`config.mk`:
```
export PLATFORM = sky130hd
export DESIGN_NAME = hysteresis_peak_valley_detector
export DESIGN_NICKNAME = d
export VERILOG_FILES = /design/src/rtl/hpv_pkg.sv /design/src/rtl/hysteresis_peak_valley_detector.sv /design/src/rtl/hpv_fifo.sv /design/src/rtl/hpv_front.sv /design/src/rtl/hpv_back.sv
export SDC_FILE = /design/constraint.sdc
export NUM_CORES = 2
export LEC_CHECK = 0
export ABC_AREA = 1
export CAP_MARGIN = 10
export CORE_MARGIN = 2
export CORE_UTILIZATION = 50
export DETAILED_ROUTE_END_ITERATION = 7
export DONT_BUFFER_PORTS = 1
export PLACE_DENSITY = 0.62
export SLEW_MARGIN = 15
export SYNTH_ARGS = -nofsm -noshare
export SYNTH_HDL_FRONTEND = slang
export SYNTH_SLANG_ARGS = --single-unit
```
`constraint.sdc`:
```
create_clock -name clk -period 9.2 [get_ports clk]
set_input_delay 0.92 -clock clk [delete_from_list [all_inputs] [get_ports clk]]
set_output_delay 0.92 -clock clk [all_outputs]
set_load 0.005 [all_outputs]
```
`src/rtl/hpv_pkg.sv`:
```
// ----------------------------------------------------------------------------
// hpv_pkg
// Shared types and constants of the hysteresis peak and valley detector.
// ----------------------------------------------------------------------------
`default_nettype none

package hpv_pkg;

  // Sample width of every channel.
  localparam int SAMPLE_BITS = 16;

  // Width of the signed compare path: wide enough for a sample plus or minus
  // the 16-bit hysteresis distance without overflow.
  localparam int CMP_W = ((SAMPLE_BITS > 16) ? SAMPLE_BITS : 16) + 2;

  // Configuration register indexes.
  localparam int CFG_IDX_W = 2;
  localparam logic [CFG_IDX_W-1:0] CFG_MIN_DELTA     = 2'd0;
  localparam logic [CFG_IDX_W-1:0] CFG_BUFFER_LENGTH = 2'd1;

  // Reset values of the configuration registers.
  localparam logic [15:0] MIN_DELTA_RST     = 16'd1;
  localparam logic [15:0] BUFFER_LENGTH_RST = 16'd100;

  // Request operation codes.
  localparam logic OP_SAMPLE  = 1'b0;
  localparam logic OP_RESTART = 1'b1;

  // Event codes of a result.
  typedef enum logic [1:0] {
    EV_NONE = 2'd0,
    EV_MAX  = 2'd1,
    EV_MIN  = 2'd2
  } event_kind_t;

  // One input request.
  typedef struct packed {
    logic                          op;
    logic [2:0]                    channel;
    logic signed [SAMPLE_BITS-1:0] sample;
    logic                          end_of_vector;
  } in_item_t;

  // One result.
  typedef struct packed {
    logic [2:0]  event_channel;
    event_kind_t event_kind;
    logic [31:0] event_position;
    logic        data_ready;
  } out_item_t;

  // Classified request handed from the front end to the channel engine.
  typedef struct packed {
    logic                          is_sample;
    logic [2:0]                    channel;
    logic signed [SAMPLE_BITS-1:0] sample;
    logic [31:0]                   position;
    logic                          data_ready;
  } cmd_t;

endpackage

`default_nettype wire

```
`src/rtl/hysteresis_peak_valley_detector.sv`:
```
// A request is written into the command queue, then processed by the channel
// engine; its result is written into the result queue, whatever the channel.
// Throughput: one request per cycle while the result queue is not full; each
// command is one read-modify-write of the channel engine's state registers.
// Reset: synchronous, active low; clears queues, position, fill count, and
// restores every channel's extremes and the configuration registers.
// ----------------------------------------------------------------------------
// hysteresis_peak_valley_detector
// Multi-channel delta-hysteresis peak and valley detector with queue-style
// request and result channels and a small configuration port.
// ----------------------------------------------------------------------------
`default_nettype none

module hysteresis_peak_valley_detector #(
  parameter int NUM_CHANNELS = 8
) (
  input  wire logic                          clk,
  input  wire logic                          rst_n,
  // Request channel
  input  wire logic                          in_push,
  output logic                               in_full,
  input  wire hpv_pkg::in_item_t             in_data,
  // Result channel
  input  wire logic                          out_pop,
  output logic                               out_empty,
  output hpv_pkg::out_item_t                 out_data,
  // Configuration port
  input  wire logic                          cfg_valid,
  output logic                               cfg_ready,
  input  wire logic [hpv_pkg::CFG_IDX_W-1:0] cfg_index,
  input  wire logic [15:0]                   cfg_data
);

  localparam int CMD_W = $bits(hpv_pkg::cmd_t);
  localparam int RES_W = $bits(hpv_pkg::out_item_t);

  logic               req_fire;
  hpv_pkg::cmd_t      cmd_in, cmd_out;
  logic [CMD_W-1:0]   cmd_rd_bits;
  logic               cmd_empty;
  logic [15:0]        min_delta;
  hpv_pkg::out_item_t result;
  logic [RES_W-1:0]   res_rd_bits;
  logic               res_full;
  logic               eng_fire;

  assign req_fire = in_push && !in_full;

  // Front end: counters, configuration and classification.
  hpv_front u_front (
    .clk       (clk),
    .rst_n     (rst_n),
    .cfg_valid (cfg_valid),
    .cfg_ready (cfg_ready),
    .cfg_index (cfg_index),
    .cfg_data  (cfg_data),
    .req_fire  (req_fire),
    .req       (in_data),
    .cmd       (cmd_in),
    .min_delta (min_delta)
  );

  // Command queue between the front end and the channel engine.
  hpv_fifo #(
    .WIDTH (CMD_W),
    .DEPTH (2)
  ) u_cmd_q (
    .clk     (clk),
    .rst_n   (rst_n),
    .push    (req_fire),
    .wr_data (cmd_in),
    .full    (in_full),
    .pop     (eng_fire),
    .rd_data (cmd_rd_bits),
    .empty   (cmd_empty)
  );

  assign cmd_out  = hpv_pkg::cmd_t'(cmd_rd_bits);
  assign eng_fire = !cmd_empty && !res_full;

  // Channel engine.
  hpv_back #(
    .NUM_CHANNELS (NUM_CHANNELS)
  ) u_back (
    .clk       (clk),
    .rst_n     (rst_n),
    .fire      (eng_fire),
    .cmd       (cmd_out),
    .min_delta (min_delta),
    .result    (result)
  );

  // Result queue toward the consumer.
  hpv_fifo #(
    .WIDTH (RES_W),
    .DEPTH (2)
  ) u_res_q (
    .clk     (clk),
    .rst_n   (rst_n),
    .push    (eng_fire),
    .wr_data (result),
    .full    (res_full),
    .pop     (out_pop),
    .rd_data (res_rd_bits),
    .empty   (out_empty)
  );

  assign out_data = hpv_pkg::out_item_t'(res_rd_bits);

endmodule

`default_nettype wire

```
`src/rtl/hpv_fifo.sv`:
```
// ----------------------------------------------------------------------------
// hpv_fifo
// Small flip-flop queue with push/full and pop/empty handshakes.
// ----------------------------------------------------------------------------
`default_nettype none

module hpv_fifo #(
  parameter int WIDTH = 8,
  parameter int DEPTH = 2
) (
  input  wire logic             clk,
  input  wire logic             rst_n,
  input  wire logic             push,
  input  wire logic [WIDTH-1:0] wr_data,
  output logic                  full,
  input  wire logic             pop,
  output logic [WIDTH-1:0]      rd_data,
  output logic                  empty
);

  localparam int PTR_W = (DEPTH > 1) ? $clog2(DEPTH) : 1;
  localparam int CNT_W = $clog2(DEPTH + 1);

  logic [WIDTH-1:0] mem_r [DEPTH];
  logic [PTR_W-1:0] wr_ptr_r, wr_ptr_nxt;
  logic [PTR_W-1:0] rd_ptr_r, rd_ptr_nxt;
  logic [CNT_W-1:0] cnt_r, cnt_nxt;
  logic             do_push;
  logic             do_pop;

  assign full    = (cnt_r == CNT_W'(DEPTH));
  assign empty   = (cnt_r == '0);
  assign do_push = push && !full;
  assign do_pop  = pop && !empty;
  assign rd_data = mem_r[rd_ptr_r];

  // Pointer and occupancy update.
  always_comb begin
    wr_ptr_nxt = wr_ptr_r;
    rd_ptr_nxt = rd_ptr_r;
    cnt_nxt    = cnt_r;
    if (do_push) begin
      wr_ptr_nxt = (wr_ptr_r == PTR_W'(DEPTH - 1)) ? '0 : wr_ptr_r + 1'b1;
    end
    if (do_pop) begin
      rd_ptr_nxt = (rd_ptr_r == PTR_W'(DEPTH - 1)) ? '0 : rd_ptr_r + 1'b1;
    end
    if (do_push && !do_pop) begin
      cnt_nxt = cnt_r + 1'b1;
    end else if (do_pop && !do_push) begin
      cnt_nxt = cnt_r - 1'b1;
    end
  end

  always_ff @(posedge clk) begin
    if (!rst_n) begin
      wr_ptr_r <= '0;
      rd_ptr_r <= '0;
      cnt_r    <= '0;
    end else begin
      wr_ptr_r <= wr_ptr_nxt;
      rd_ptr_r <= rd_ptr_nxt;
      cnt_r    <= cnt_nxt;
    end
  end

  // Storage needs no reset.
  always_ff @(posedge clk) begin
    if (do_push) begin
      mem_r[wr_ptr_r] <= wr_data;
    end
  end

endmodule

`default_nettype wire

```
`src/rtl/hpv_front.sv`:
```
// ----------------------------------------------------------------------------
// hpv_front
// Front end: configuration registers, vector position and fill count, and
// classification of each request into a command for the channel engine.
// ----------------------------------------------------------------------------
`default_nettype none

module hpv_front (
  input  wire logic                           clk,
  input  wire logic                           rst_n,
  // Configuration port
  input  wire logic                           cfg_valid,
  output logic                                cfg_ready,
  input  wire logic [hpv_pkg::CFG_IDX_W-1:0]  cfg_index,
  input  wire logic [15:0]                    cfg_data,
  // Accepted request
  input  wire logic                           req_fire,
  input  wire hpv_pkg::in_item_t              req,
  // Command out
  output hpv_pkg::cmd_t                       cmd,
  output logic [15:0]                         min_delta
);

  logic [15:0] min_delta_r;
  logic [15:0] buffer_length_r;
  logic [31:0] vector_position_r, vector_position_nxt;
  logic [15:0] fill_count_r, fill_count_nxt;

  assign cfg_ready = 1'b1;
  assign min_delta = min_delta_r;

  // Configuration writes; unknown indexes are ignored.
  always_ff @(posedge clk) begin
    if (!rst_n) begin
      min_delta_r     <= hpv_pkg::MIN_DELTA_RST;
      buffer_length_r <= hpv_pkg::BUFFER_LENGTH_RST;
    end else if (cfg_valid && cfg_ready) begin
      unique case (cfg_index)
        hpv_pkg::CFG_MIN_DELTA:     min_delta_r     <= cfg_data;
        hpv_pkg::CFG_BUFFER_LENGTH: buffer_length_r <= cfg_data;
        default: ;
      endcase
    end
  end

  // Position and fill count; a restart clears both.
  always_comb begin
    vector_position_nxt = vector_position_r;
    fill_count_nxt      = fill_count_r;
    if (req.op == hpv_pkg::OP_RESTART) begin
      vector_position_nxt = '0;
      fill_count_nxt      = '0;
    end else if (req.end_of_vector) begin
      vector_position_nxt = vector_position_r + 32'd1;
      if (fill_count_r != 16'hFFFF) begin
        fill_count_nxt = fill_count_r + 16'd1;
      end
    end
  end

  always_ff @(posedge clk) begin
    if (!rst_n) begin
      vector_position_r <= '0;
      fill_count_r      <= '0;
    end else if (req_fire) begin
      vector_position_r <= vector_position_nxt;
      fill_count_r      <= fill_count_nxt;
    end
  end

  // Command: samples carry the position before the update, and the ready
  // flag reflects the count after it.
  always_comb begin
    cmd.is_sample  = (req.op == hpv_pkg::OP_SAMPLE);
    cmd.channel    = req.channel;
    cmd.sample     = req.sample;
    cmd.position   = vector_position_r;
    cmd.data_ready = (fill_count_nxt >= buffer_length_r);
  end

endmodule

`default_nettype wire

```
`src/rtl/hpv_back.sv`:
```
// ----------------------------------------------------------------------------
// hpv_back
// Channel engine: per-channel running extremes and hunt direction, updated
// in a single read-modify-write per command, producing one result each.
// ----------------------------------------------------------------------------
`default_nettype none

module hpv_back #(
  parameter int NUM_CHANNELS = 8
) (
  input  wire logic          clk,
  input  wire logic          rst_n,
  input  wire logic          fire,
  input  wire hpv_pkg::cmd_t cmd,
  input  wire logic [15:0]   min_delta,
  output hpv_pkg::out_item_t result
);

  localparam int SB       = hpv_pkg::SAMPLE_BITS;
  localparam int CW       = hpv_pkg::CMP_W;
  localparam int CH_IDX_W = (NUM_CHANNELS > 1) ? $clog2(NUM_CHANNELS) : 1;
  localparam int CH_CNT_W = $clog2(NUM_CHANNELS + 1);
  localparam int CH_EXT_W = (CH_CNT_W > 3) ? CH_CNT_W : 3;
  localparam logic signed [SB-1:0] SAMPLE_MIN = {1'b1, {(SB - 1){1'b0}}};
  localparam logic signed [SB-1:0] SAMPLE_MAX = {1'b0, {(SB - 1){1'b1}}};

  logic signed [SB-1:0] run_max_r     [NUM_CHANNELS];
  logic signed [SB-1:0] run_min_r     [NUM_CHANNELS];
  logic [31:0]          run_max_pos_r [NUM_CHANNELS];
  logic [31:0]          run_min_pos_r [NUM_CHANNELS];
  logic                 hunting_max_r [NUM_CHANNELS];

  logic [CH_EXT_W-1:0]  ch_ext;
  logic [CH_IDX_W-1:0]  idx;
  logic                 in_range;
  logic                 process;
  logic signed [SB-1:0] max_nxt, min_nxt;
  logic [31:0]          max_pos_nxt, min_pos_nxt;
  logic                 hunt_nxt;
  logic signed [CW-1:0] now_x, max_x, min_x, delta_x;
  hpv_pkg::event_kind_t kind;
  logic [31:0]          ev_pos;

  // Channel decode.
  assign ch_ext   = CH_EXT_W'(cmd.channel);
  assign in_range = (ch_ext < CH_EXT_W'(NUM_CHANNELS));
  assign idx      = ch_ext[CH_IDX_W-1:0];
  assign process  = cmd.is_sample && in_range;

  // Extreme tracking and hysteresis decision for the selected channel.
  always_comb begin
    max_nxt     = run_max_r[idx];
    min_nxt     = run_min_r[idx];
    max_pos_nxt = run_max_pos_r[idx];
    min_pos_nxt = run_min_pos_r[idx];
    hunt_nxt    = hunting_max_r[idx];
    kind        = hpv_pkg::EV_NONE;
    ev_pos      = '0;
    now_x       = CW'(cmd.sample);
    delta_x     = CW'(min_delta);
    if (cmd.sample > max_nxt) begin
      max_nxt     = cmd.sample;
      max_pos_nxt = cmd.position;
    end
    if (cmd.sample < min_nxt) begin
      min_nxt     = cmd.sample;
      min_pos_nxt = cmd.position;
    end
    max_x = CW'(max_nxt);
    min_x = CW'(min_nxt);
    if (hunting_max_r[idx]) begin
      if (now_x < max_x - delta_x) begin
        kind        = hpv_pkg::EV_MAX;
        ev_pos      = max_pos_nxt;
        min_nxt     = cmd.sample;
        min_pos_nxt = cmd.position;
        hunt_nxt    = 1'b0;
      end
    end else begin
      if (now_x > min_x + delta_x) begin
        kind        = hpv_pkg::EV_MIN;
        ev_pos      = min_pos_nxt;
        max_nxt     = cmd.sample;
        max_pos_nxt = cmd.position;
        hunt_nxt    = 1'b1;
      end
    end
    if (!process) begin
      kind   = hpv_pkg::EV_NONE;
      ev_pos = '0;
    end
  end

  // Channel state write-back.
  always_ff @(posedge clk) begin
    if (!rst_n) begin
      for (int c = 0; c < NUM_CHANNELS; c++) begin
        run_max_r[c]     <= SAMPLE_MIN;
        run_min_r[c]     <= SAMPLE_MAX;
        run_max_pos_r[c] <= '0;
        run_min_pos_r[c] <= '0;
        hunting_max_r[c] <= 1'b1;
      end
    end else if (fire && process) begin
      run_max_r[idx]     <= max_nxt;
      run_min_r[idx]     <= min_nxt;
      run_max_pos_r[idx] <= max_pos_nxt;
      run_min_pos_r[idx] <= min_pos_nxt;
      hunting_max_r[idx] <= hunt_nxt;
    end
  end

  // Result of this command.
  always_comb begin
    result.event_channel  = cmd.channel;
    result.event_kind     = kind;
    result.event_position = ev_pos;
    result.data_ready     = cmd.data_ready;
  end

endmodule

`default_nettype wire
```
==> flow_metrics.py <==
metrics = {
    "critical_path": {
        "worst-path-buf-inv": 11,
        "crit_fanout": 32,
        "reg2reg_slack_ps": 530,
        "worstSetupStartpointType": "register",
        "path_delay_family": "compound AO/OA/AOI/OAI gates",
        "r2r-end": "u_res_q.mem_r[1][14]",
        "crit_required_ps": 9650,
        "cp_slowest_stage_delay_ps": 420,
        "path_class": "register to register",
        "critPathArrivalTime_ps": 9120,
        "cpMostUsedCell": "nand2_1",
        "cp_num_cells": 44,
        "worstRegToRegCells": 44,
        "endpoint": "u_res_q.mem_r[1][14]",
        "crit_path_end_kind": "register",
        "crit_slowest_cell": "dfxtp_2",
    },
    "yosys": {
        "ys_seq_area_share_pct": 63.39,
        "ys_types": 54,
        "syn_area_per_cell_um2": 10.81,
        "synthCells": 4462,
        "async_flop_share_pct": 0,
        "syn_area_mm2": 0.04822,
        "yosys.area.top_type_share_pct": 59.66,
        "synth-seq-cells": 1048,
        "synth-edff-count": 958,
        "mappedNetlistNets": 4631,
        "yosys_warnings": 0,
        "synth_area_leader_cell": "edfxtp_1",
        "synthFlopType": "edfxtp_1",
        "synth_area_leaders": "edfxtp_1 (60%), nor2_1 (5.8%), nand2_1 (4.7%)",
    },
    "finish": {
        "regArea_mm2": 0.03057,
        "fillCellCount": 8111,
        "stdcell_area_mm2": 0.05374,
        "drive_gt1_share_pct": 11.07,
        "nNetsFinal": 4627,
        "synthToLayoutAreaGrowth_pct": 11.45,
        "multiInputGateArea_mm2": 0.01591,
        "final_common_cell": "edfxtp_1",
        "final_cell_mix": "edfxtp_1 (958), nor2_1 (744), nand2_1 (587), nand3_1 (298), inv_1 (275)",
    },
    "clocking": {
        "cts_tree": "yes",
        "clock_latency_ps": 690,
        "htreeDepth": 3,
        "cts.sinks": 1048,
        "root_buffer": "clkbuf_16",
        "path_clk_slew_ps": 60,
        "cts_setup_buffers": 0,
        "cts.path.max_buffers": 3,
        "cts-buffers-inserted": 105,
    },
    "global_routing": {
        "grt-ovfl-total": 0,
        "grt_first_pass_wirelength_um": 221900,
        "grt_start_max_net_pins": 65,
        "grt.total_usage_pct": 30.42,
        "antenna_found_initial": 1,
        "grt_pass1_vias": 33946,
    },
    "routing": {
        "wl_per_cell_um": 26.24,
        "drt_first_iter_violations": 4507,
        "drc": 0,
        "drt.antenna.violating_nets": 0,
        "drt_wl_total_um": 152400,
        "num_vias": 35646,
        "via_per_inst": 6.137,
        "dr.pass1.iters": 8,
    },
    "run": {
        "maxCapViolations": 0,
    },
    "die": {
        "fp.dieW_um": 314.6,
        "floorplan.core_area_mm2": 0.09529,
        "row_count": 113,
        "die_area_mm2": 0.09894,
        "die_h_um": 314.6,
        "ios": 85,
        "start_util_pct": 50.60,
    },
    "sta": {
        "worst_pin_slew_ps": 1272,
        "rsz0062_at_grt": "no",
        "setup-tns-final_ps": 0,
        "max_freq_mhz": 115.3,
        "final.setup_skew_ps": 23.12,
        "slew_violations": 0,
        "slew_headroom_pct": 14.29,
        "finalHoldViolCount": 0,
        "fin_crit_ps": 8670,
        "setup_viol": 0,
        "fin_crit_sh_pct": 94.24,
    },
    "status": {
        "status": "finished, final reports clean",
    },
    "hold_path": {
        "worstHoldPathType": "primary input to register",
        "holdPathStages": 0,
    },
    "placement": {
        "dp_hpwl_um": 89090,
        "io_buffers": 0,
        "place_area_mm2": 0.04995,
        "gp_congestion": 0.9221,
    },
}
worst register-to-register path, delay by kind of cell, from the launching register on:
family          cells  cell delay [ps]
xor+xnor            2              330
flops               1              420
compound gates     12             2550
fa+ha+maj           3             1020
buf+inv            11             1810
simple gates       16             2310
flip-flops by register name, summed over array words and instances (netlist names), named ones only:
signal	count
u_cmd_q.wr_ptr_r	1
u_front.buffer_length_r	16
u_cmd_q.cnt_r	2
u_back.run_max_pos_r	256
u_front.min_delta	16
u_res_q.wr_ptr_r	1
u_back.run_max_r	128
u_back.run_min_pos_r	256
u_back.run_min_r	128
u_cmd_q.mem_r	106
u_cmd_q.rd_ptr_r	1
u_back.hunting_max_r	8
u_res_q.mem_r	76
u_res_q.cnt_r	2
u_res_q.rd_ptr_r	1
u_front.fill_count_r	16
u_front.vector_position_r	32
routing by layer:
metal / vias up / global-route usage (%) / wire (µm)
met3: 304 / 7.187 / 18100
li1: 15894 / - / -
met4: 0 / 8.323 / 3982
met5: - / 0 / 0
met2: 2003 / 47.53 / 68920
met1: 17445 / 42.72 / 61370
synth_stat cells (3+ instances only):
| library cell | instances |
|---|---|
| o21bai_1 | 3 |
| o22ai_1 | 11 |
| and2_1 | 14 |
| buf_1 | 27 |
| a21oi_1 | 143 |
| or2_2 | 45 |
| nor4_1 | 10 |
| inv_1 | 282 |
| a31oi_1 | 5 |
| o211ai_1 | 8 |
| o21a_1 | 8 |
| a21o_1 | 4 |
| buf_2 | 62 |
| o21ai_0 | 238 |
| nand3_1 | 298 |
| nor3_1 | 32 |
| nand2_2 | 38 |
| mux2_2 | 38 |
| buf_4 | 9 |
| xor2_1 | 21 |
| xnor2_1 | 15 |
| nor2_1 | 751 |
| a22o_1 | 14 |
| edfxtp_1 | 958 |
| dfxtp_1 | 90 |
| nand3_2 | 12 |
| clkbuf_1 | 134 |
| a22oi_1 | 231 |
| inv_2 | 11 |
| ha_1 | 123 |
| nand2_1 | 604 |
| nand4_1 | 84 |
| o21ai_2 | 44 |
| a221oi_1 | 54 |
| nor3b_1 | 3 |
| a211oi_1 | 9 |
cell families after synthesis:
group,after synthesis,synth area share [%]
AND/OR/NAND/NOR,1900,16.89
flip-flops,1048,63.39
AO/OA/AOI/OAI,784,10.49
buffers and inverters,529,4.380
adder cells (fa/ha/maj),125,3.275
multiplexers,39,0.9081
XOR/XNOR,36,0.6539
other,1,0.007777
how the worst min path moves through the flow:
stage                                  start  slack, ps                    to
2_1_floorplan  u_front.vector_position_r[31]        430  u_cmd_q.mem_r[0][32]
3_3_place_gp                u_cmd_q.rd_ptr_r        430      u_cmd_q.rd_ptr_r
3_5_place_dp                u_cmd_q.rd_ptr_r        440      u_cmd_q.rd_ptr_r
4_1_cts                          in_data[19]        300  u_cmd_q.mem_r[0][51]
5_1_grt                          in_data[19]        310  u_cmd_q.mem_r[0][51]
6_report                         in_data[19]        330  u_cmd_q.mem_r[0][51]
area by class of cell:
class                      count  area share, %
antenna                        1       0.004656
clock buffer                 146          5.427
clock inverter                45          1.055
inverter                     295          2.196
multi-input combinational   2885          29.61
sequential                  1048          56.89
tap                         1265          2.945
timing repair buffer         123          1.872
per-stage QoR:
step	util, %	std cells	hold WS, ps	worst slack [ps]
after floorplan	-	4462	425.6	1655
after global placement	52.41	5616	435.0	189.7
after detailed placement	52.41	5616	442.2	135.6
after CTS	56.07	5807	299.1	66.03
after global routing	56.39	5807	309.3	12.57
final	56.39	5808	325.9	530.2
timing repair:
| item | 4_1_cts | 5_1_grt |
|---|---|---|
| gates resized for setup | 0 | 72 |
| endpoints found under the setup margin | 0 | 842 |
| hold buffers | 0 | 0 |
Power is left out: the tool's default activity adds up to more than one toggle a clock period on the data nets, which glitch-free logic cannot reach.
